File: config.mk
export PLATFORM = sky130hd
export DESIGN_NAME = jpdtc_ctrl
export DESIGN_NICKNAME = d
export VERILOG_FILES = /design/src/sv/joint_pd_torque_controller_core_defines.svh /design/src/sv/jpdtc_pkg.sv /design/src/sv/jpdtc_ctrl.sv
export SDC_FILE = /design/constraint.sdc
export NUM_CORES = 1
export LEC_CHECK = 0
export BUFFER_PORTS_ARGS = -buffer_cell sky130_fd_sc_hd__buf_2
export CORE_AREA = 4 4 41 43
export CTS_CLUSTER_DIAMETER = 50
export DETAILED_ROUTE_END_ITERATION = 10
export DIE_AREA = 0 0 45 47
export PLACE_DENSITY_LB_ADDON = 0.25
export SYNTH_ARGS = -nofsm -noshare
export SYNTH_HDL_FRONTEND = slang
export SYNTH_SLANG_ARGS = --single-unit
File: constraint.sdc
create_clock -name clock -period 1.7 [get_ports clock]
set_clock_uncertainty 0.15 [all_clocks]
set_input_delay 0 -clock clock [delete_from_list [all_inputs] [get_ports clock]]
set_output_delay 0 -clock clock [all_outputs]
set_load 0.01 [all_outputs]
File: src/sv/joint_pd_torque_controller_core_defines.svh
// Assertion macros shared by the joint PD controller modules.
`ifndef JOINT_PD_TORQUE_CONTROLLER_CORE_DEFINES_SVH
`define JOINT_PD_TORQUE_CONTROLLER_CORE_DEFINES_SVH
// Implication checked on every clock edge outside reset.
`define JPD_ASSERT_IMPL(label, clk, rst, lhs, rhs) \
   label: assert property (@(posedge clk) disable iff (rst) (lhs) |-> (rhs)) \
      else $error("assertion failed");
// Implication whose right side is checked in the cycle after the left side holds.
`define JPD_ASSERT_NEXT(label, clk, rst, lhs, rhs) \
   label: assert property (@(posedge clk) disable iff (rst) (lhs) |=> (rhs)) \
      else $error("assertion failed");
`endif

File: src/sv/jpdtc_pkg.sv
// Shared types, constants and tables for the joint PD controller.
package jpdtc_pkg;
   localparam int NumJointsDefault = 16;
   localparam logic [1:0] ACT_SAMPLE   = 2'd0;
   localparam logic [1:0] ACT_TARGET   = 2'd1;
   localparam logic [1:0] ACT_SETTINGS = 2'd2;
   localparam logic [1:0] ACT_MODE     = 2'd3;
   localparam logic [1:0] CMD_ON   = 2'd0;
   localparam logic [1:0] CMD_HOME = 2'd1;
   localparam logic [1:0] CMD_OFF  = 2'd2;
   localparam logic [1:0] CMD_SAVE = 2'd3;
   localparam logic [16:0] W_OLD = 17'd39322;
   localparam logic [16:0] W_RAW = 17'd12976;
   localparam logic [15:0] TGR_RESET = 16'hFFFF;

   // Datapath operation selected by the controller
   localparam logic [3:0] OP_NONE   = 4'd0;
   localparam logic [3:0] OP_LOAD   = 4'd1;
   localparam logic [3:0] OP_PF     = 4'd2;
   localparam logic [3:0] OP_DVEL   = 4'd3;
   localparam logic [3:0] OP_DRAW   = 4'd4;
   localparam logic [3:0] OP_DIVSTEP= 4'd5;
   localparam logic [3:0] OP_VEL    = 4'd6;
   localparam logic [3:0] OP_RV     = 4'd7;
   localparam logic [3:0] OP_VF     = 4'd8;
   localparam logic [3:0] OP_PTERM  = 4'd9;
   localparam logic [3:0] OP_DTERM  = 4'd10;
   localparam logic [3:0] OP_TMUL   = 4'd11;
   localparam logic [3:0] OP_TORQ   = 4'd12;
   localparam logic [3:0] OP_STORE  = 4'd13;

   typedef struct packed {
      logic [3:0] op;
      logic       sel_raw;   // divider works on raw difference
   } cmd_type;

   typedef struct packed {
      logic div_done;
   } status_type;

   function automatic logic [15:0] kp_default(input logic [3:0] j);
      case (j)
         4'd3, 4'd7, 4'd11, 4'd12, 4'd13, 4'd14: kp_default = 16'd16000;
         default: kp_default = 16'd9600;
      endcase
   endfunction

   function automatic logic [15:0] kd_default(input logic [3:0] j);
      case (j)
         4'd1, 4'd5, 4'd9, 4'd13, 4'd14: kd_default = 16'd320;
         4'd12: kd_default = 16'd480;
         default: kd_default = 16'd240;
      endcase
   endfunction

   function automatic logic signed [23:0] home_default(input logic [3:0] j);
      case (j)
         4'd1, 4'd5: home_default = -24'sd183011;
         4'd2, 4'd3, 4'd6, 4'd7, 4'd11, 4'd15: home_default = 24'sd823550;
         4'd8: home_default = 24'sd91506;
         4'd9: home_default = -24'sd91506;
         4'd10: home_default = 24'sd915055;
         4'd12: home_default = 24'sd1098066;
         4'd13: home_default = 24'sd457528;
         4'd14: home_default = 24'sd274517;
         default: home_default = 24'sd0;
      endcase
   endfunction
endpackage

File: src/sv/jpdtc_ctrl.sv
// Controller state machine sequencing one sample word through the datapath.
module jpdtc_ctrl (
   input  logic                   clock,
   input  logic                   reset,
   input  logic                   start,      // sample word accepted
   input  jpdtc_pkg::status_type  status,
   output jpdtc_pkg::cmd_type     cmd,
   output logic                   busy,
   output logic                   done
);
   localparam logic [3:0] S_IDLE = 4'd0, S_PF = 4'd1, S_DV = 4'd2, S_DIV = 4'd3,
      S_VEL = 4'd4, S_DR = 4'd5, S_DIV2 = 4'd6, S_RV = 4'd7, S_VF = 4'd8,
      S_PT = 4'd9, S_DT = 4'd10, S_TM = 4'd11, S_TQ = 4'd12, S_ST = 4'd13;
   logic [3:0] state_ff, state_in;

   // Advance through the fixed schedule; divider states wait on done
   always_comb begin
      state_in = state_ff;
      cmd = '{op: jpdtc_pkg::OP_NONE, sel_raw: 1'b0};
      done = 1'b0;
      case (state_ff)
         S_IDLE: if (start) state_in = S_PF;
         S_PF: begin cmd.op = jpdtc_pkg::OP_PF; state_in = S_DV; end
         S_DV: begin cmd.op = jpdtc_pkg::OP_DVEL; state_in = S_DIV; end
         S_DIV: begin
            cmd.op = jpdtc_pkg::OP_DIVSTEP;
            if (status.div_done) state_in = S_VEL;
         end
         S_VEL: begin cmd.op = jpdtc_pkg::OP_VEL; state_in = S_DR; end
         S_DR: begin cmd.op = jpdtc_pkg::OP_DRAW; cmd.sel_raw = 1'b1; state_in = S_DIV2; end
         S_DIV2: begin
            cmd.op = jpdtc_pkg::OP_DIVSTEP; cmd.sel_raw = 1'b1;
            if (status.div_done) state_in = S_RV;
         end
         S_RV: begin cmd.op = jpdtc_pkg::OP_RV; state_in = S_VF; end
         S_VF: begin cmd.op = jpdtc_pkg::OP_VF; state_in = S_PT; end
         S_PT: begin cmd.op = jpdtc_pkg::OP_PTERM; state_in = S_DT; end
         S_DT: begin cmd.op = jpdtc_pkg::OP_DTERM; state_in = S_TM; end
         S_TM: begin cmd.op = jpdtc_pkg::OP_TMUL; state_in = S_TQ; end
         S_TQ: begin cmd.op = jpdtc_pkg::OP_TORQ; state_in = S_ST; end
         S_ST: begin cmd.op = jpdtc_pkg::OP_STORE; done = 1'b1; state_in = S_IDLE; end
         default: state_in = S_IDLE;
      endcase
   end

   always_ff @(posedge clock) begin
      if (reset) state_ff <= S_IDLE;
      else state_ff <= state_in;
   end

   assign busy = (state_ff != S_IDLE);
endmodule

==> impl_metrics.toml, run 1 <==
[grt]
grt_max_degree = 16
use_met2_pct = 12.71
met3_usage_pct = 6.897
grt_pass1_vias = 305
busiest_layer = "met2"
grt_util_met1_pct = 10.93
overflow = 0
antenna_found_initial = 0
grt_usage_pct = 9.012
grt_first_pass_wirelength_mm = 1.331

[worst_setup_path]
worst_setup_path_start_kind = "flip-flop"
crit_arrival_ps = 1380
path_cells = "or2b_1, or2_1, o311ai_0, buf_2"
required_ps = 1550
reg2reg_from = "state_ff[1]"
critical_path_class = "flip-flop to output port"
rrSetupSlack_ps = 390
timing.rr.end = "state_ff[1]"
max_stage_delay_ps = 400
slowest_stage = "dfxtp_2"
crit_fanout = 8
reg2regPathDepth = 3
endpoint_kind = "output port"

[timing]
setup_ws_ps = 174.0
finalSetupTns_ps = 0
worstMarginPinSlew_ps = 302.2
maxSlewHeadroom_pct = 79.67
fin_crit_ps = 1526
setup_violations = 0
maxSlewViolCount = 0
grt_setup_unrepaired = "false"
post-route-period-util_pct = 89.77
timing_hold_violations_final = 0
fmax_ghz = 0.6553

[synthesis]
seq_area_frac_synth_pct = 23.70
syn_avg_cell_area_um2 = 8.043
netlist_area_um2 = 337.8
syn_nets = 46
synth_seq_cells = 4
synthDistinctLibCells = 28
yosysWarningCount = 0
syn-instance-count = 42

[layout]
drive_gt1_share_pct = 40.00
ff_latch_area_um2 = 83.83
syn2layout_area_growth_pct = 28.15
fillCellCount = 145
layout_common_cells = "buf_2 (10), a21oi_1 (5), o21ai_0 (3), clkbuf_4 (3), dfxtp_2 (3)"
top_register = "state_ff"
top_regs = "state_ff x4"
post-route-util_pct = 33.27
multi_input_area_um2 = 219.0
final_common_cell = "buf_2"
largest_register_ffs = 4
diodes = 0
fin_nets = 61

[placed_design]
io_buffer_count = 10
place_congestion = 0.7978
hpwlAfterDp_um = 577.1
dp_slack_ps = 316.8

[routing]
first_pass_iters = 4
drt-initial-drc-count = 2
ant_nets = 0
vias = 355
post_drt_via_cell_ratio = 5.071
remaining_drc_errors = 0
totalWireLength_um = 780
wire_per_inst_um = 11.14

[outcome]
status = "finished clean"

[run]
maxCapViolations = 0

[power]
power.total_w = 0.0003738
ir_worst_vdd_v = 0.0005872
powerDensity_nw_per_um2 = 863.5
p_leak_nw = 0.1768

[floorplan]
die_w_um = 45
num_rows = 13
num_io_pins = 11
dieHeight_um = 47
die_area_um2 = 2115
initial_core_util_pct = 25.96
core_area_um2 = 1301

[cts]
post_cts_buffers = 0
clkLatencyLatePin_ps = 230
cts_root_buffer = "clkbuf_4"
cts_max_level = 1
cts_tree = "built"
cts_buffers = 3
cts.sinks = 4
cts_buffer_depth = 2
path_clk_slew_ps = 40

[worst_hold_path]
holdPathEnd = "state_ff[2]"
hp-class = "input port to flip-flop"
hold_depth = 4
min-delay-start = "status"
[cell type report]
cell class,instances,share of cell area (%)
clock buffers,3,5.202
well taps,15,4.335
inverters,1,0.8671
flip-flops and latches,4,19.36
repair buffers,14,19.65
multi-input cells,33,50.58
[power by group]
part | leakage [nW] | switching (W) | internal (W)
Clock | 0.0138 | 0.0000353 | 0.0000787
Sequential | 0.0341 | 0.0000181 | 0.000104
Combinational | 0.129 | 0.0000660 | 0.0000713
Total | 0.177 | 0.000119 | 0.000254
[per-stage QoR]
step	instance area (um^2)	instances	hold WS [ps]
after floorplan	337.8	42	-80.93
after global placement	386.6	65	92.00
after detailed placement	386.6	65	87.74
after CTS	429.2	70	37.60
after global routing	432.9	70	62.68
final	432.9	70	46.16
[per-layer routing]
layer	up-vias	wire, um
met3	0	52
met5	-	0
met2	11	377
met1	164	350
met4	0	0
li1	180	-
[what timing repair did]
action,in CTS,in global routing
hold endpoints to repair,4,0
setup endpoints to repair,0,1
gates resized for setup,0,3
hold buffers,2,0
[how the worst max path moves through the flow]
stage	startpoint	to	slack (ps)	cells past startpoint
2_1_floorplan	state_ff[1]	state_ff[1]	440	3
3_3_place_gp	state_ff[3]	state_ff[1]	300	3
3_5_place_dp	state_ff[0]	cmd[2]	320	4
4_1_cts	state_ff[0]	cmd[2]	60	4
5_1_grt	state_ff[0]	cmd[2]	70	4
6_report	state_ff[0]	cmd[2]	170	4
[worst max-delay path, delay by kind of cell, from the launching register on]
family                 cells  cell delay (ps)
AO/OA/AOI/OAI              1               90
buffers and inverters      1              180
flip-flops                 1              400
AND/OR/NAND/NOR            2              470
[cell families after synthesis]
logic type                count (synthesis)  synth area share (%)
and+or+nand+nor                          17                 30.38
AOI/OAI and AO/OA                        13                 26.29
buffers and inverters                     5                 11.48
DFF                                       4                 23.70
xor gates and xnor gates                  2                 5.186
muxes                                     1                 2.963
[synth_stat cells, drive strengths merged]
library cell | number | share of area (%)
xnor2 | 2 | 5.2
or2b | 1 | 2.2
inv | 1 | 1.1
buf | 4 | 10
nor3 | 1 | 1.5
nand3b | 1 | 2.2
o21ai | 4 | 7.0
a22oi | 1 | 2.2
dfxtp | 4 | 24
nand3 | 1 | 1.5
o311ai | 1 | 2.6
a2bb2oi | 1 | 2.6
a21oi | 5 | 7.4
and3 | 1 | 1.9
nor2 | 3 | 4.1
nor4 | 1 | 1.9
or2 | 1 | 1.9
and2 | 2 | 3.7
or4 | 1 | 3.3
nor3b | 1 | 2.2
nand2 | 2 | 2.2
mux2i | 1 | 3.0
or3 | 1 | 1.9
a2111oi | 1 | 4.4
No activity file was read; power rests on OpenSTA's default activity.
==> run 2: changes to the inputs <==
--- a/config.mk
+++ b/config.mk
@@ -10,6 +10,7 @@
 export CTS_CLUSTER_DIAMETER = 50
 export DETAILED_ROUTE_END_ITERATION = 10
 export DIE_AREA = 0 0 45 47
+export GPL_TIMING_DRIVEN = 0
 export PLACE_DENSITY_LB_ADDON = 0.25
 export SYNTH_ARGS = -nofsm -noshare
 export SYNTH_HDL_FRONTEND = slang
==> run 2 against run 1 <==
Sequential share of layout area is 1.5 points lower. Sequential power is 9% lower. Combinational power is 12% higher. Critical endpoint unchanged.
==> impl_metrics.toml, run 2 (synthesis gave the netlist of run 1 again) <==
[layout]
layout_common_cells = "buf_2 (11), a21oi_1 (5), dfxtp_1 (4)"
drive_gt1_share_pct = 36.84
fin_nets = 63
fillCellCount = 152
largest_register_ffs = 4
final_common_cell = "buf_2"
stdcell_area_um2 = 449.2
top_regs = "state_ff x4"
top_register = "state_ff"
diodes = 0
syn2layout_area_growth_pct = 32.96

[timing]
grt_setup_unrepaired = "false"
fin_crit_ps = 1538
timing_hold_violations_final = 0
worstMarginPinSlew_ps = 298.2
setup_violations = 0
finalSetupTns_ps = 0
fmax_ghz = 0.6503
post-route-period-util_pct = 90.46
maxSlewViolCount = 0
setup_ws_ps = 162.3
maxSlewHeadroom_pct = 79.94

[floorplan]
dieHeight_um = 47
initial_core_util_pct = 25.96
die_w_um = 45
die_area_um2 = 2115
core_area_um2 = 1301
num_rows = 13
num_io_pins = 11

[placed_design]
place_congestion = 0.6979
io_buffer_count = 10
dp_slack_ps = 396.2
place_area_um2 = 406.6
hpwlAfterDp_um = 570.3

[grt]
grt_max_degree = 11
grt_usage_pct = 7.820
antenna_found_initial = 0
grt_pass1_vias = 276
grt_first_pass_wirelength_mm = 1.207
overflow = 0

[worst_hold_path]
hold_depth = 4
min-delay-start = "status"
hp-class = "input port to flip-flop"
holdPathEnd = "state_ff[2]"

[worst_setup_path]
reg2regPathDepth = 3
path_cells = "buf_6, nand2_1, or2_1, o311ai_0, buf_2"
crit_arrival_ps = 1390
endpoint_kind = "output port"
crit_fanout = 10
max_stage_delay_ps = 350
required_ps = 1550
rrSetupSlack_ps = 430
slowest_stage = "dfxtp_1"
worst_setup_path_start_kind = "flip-flop"
reg2reg_from = "state_ff[3]"
critical_path_class = "flip-flop to output port"
timing.rr.end = "state_ff[1]"

[routing]
totalWireLength_um = 762
wire_per_inst_um = 10.58
ant_nets = 0
first_pass_iters = 3
remaining_drc_errors = 0
post_drt_via_cell_ratio = 4.819
drt-initial-drc-count = 7
vias = 347

[cts]
cts_buffer_depth = 2
cts_root_buffer = "clkbuf_4"
path_clk_slew_ps = 40
post_cts_buffers = 0
cts_max_level = 1
clkLatencyLatePin_ps = 240
cts_tree = "built"
cts_buffers = 3
cts.sinks = 4

[power]
powerDensity_nw_per_um2 = 850.3
ir_worst_vdd_v = 0.0005503
p_leak_nw = 0.1884

[outcome]
status = "finished clean"

[run]
maxCapViolations = 0
==> run 2: per-stage QoR <==
stage,hold WS (ps),instances,util (%),total power (W)
after floorplan,-80.93,42,-,0.0002241
after global placement,78.55,67,31.25,0.0002663
after detailed placement,75.88,67,31.25,0.0002652
after CTS,38.73,72,34.52,0.0003881
after global routing,83.60,72,34.52,0.0004105
final,45.50,72,34.52,0.0003819
==> run 2: cell type report <==
type | instances | area, um^2 | area share, %
repair buffers | 12 | 70.07 | 15.60
clock buffers | 3 | 22.52 | 5.014
well taps | 15 | 18.77 | 4.178
plain buffers | 4 | 35.03 | 7.799
inverters | 1 | 3.754 | 0.8357
flip-flops and latches | 4 | 80.08 | 17.83
multi-input cells | 33 | 219.0 | 48.75
==> run 2: metal layers <==
metal  vias up  wire, um  track usage, %
met3         0        55           4.598
met1       154       368           11.36
met5         -         0               0
met4         0         0               0
li1        185         -               -
met2         8       337           10.45
==> run 2: power breakdown <==
group	switching (W)	internal, W	leakage (nW)	total (W)
logic	0.0000764	0.0000776	0.142	0.000154
registers	0.00000752	0.000103	0.0328	0.000111
clock network	0.0000381	0.0000789	0.0138	0.000117
==> run 2: critical path, delay by kind of cell (launching register included) <==
family | cells | cell delay [ps]
buffers and inverters | 2 | 340
flip-flops | 1 | 350
AND/OR/NAND/NOR | 2 | 370
AO/OA/AOI/OAI | 1 | 90
==> run 2: what timing repair did <==
item / in CTS / in global routing
hold endpoints to repair: 4 / 0
hold buffers: 2 / 0
resized for setup: 0 / 0
==> run 2: how the worst max path moves through the flow <==
stage	from	end	slack, ps	cells after the start
finish	state_ff[1]	cmd[2]	160	5
global route	state_ff[1]	cmd[2]	50	5
CTS	state_ff[1]	cmd[2]	140	5
detailed placement	state_ff[1]	cmd[2]	400	5
global placement	state_ff[1]	cmd[2]	390	5
floorplan	state_ff[1]	state_ff[1]	440	3
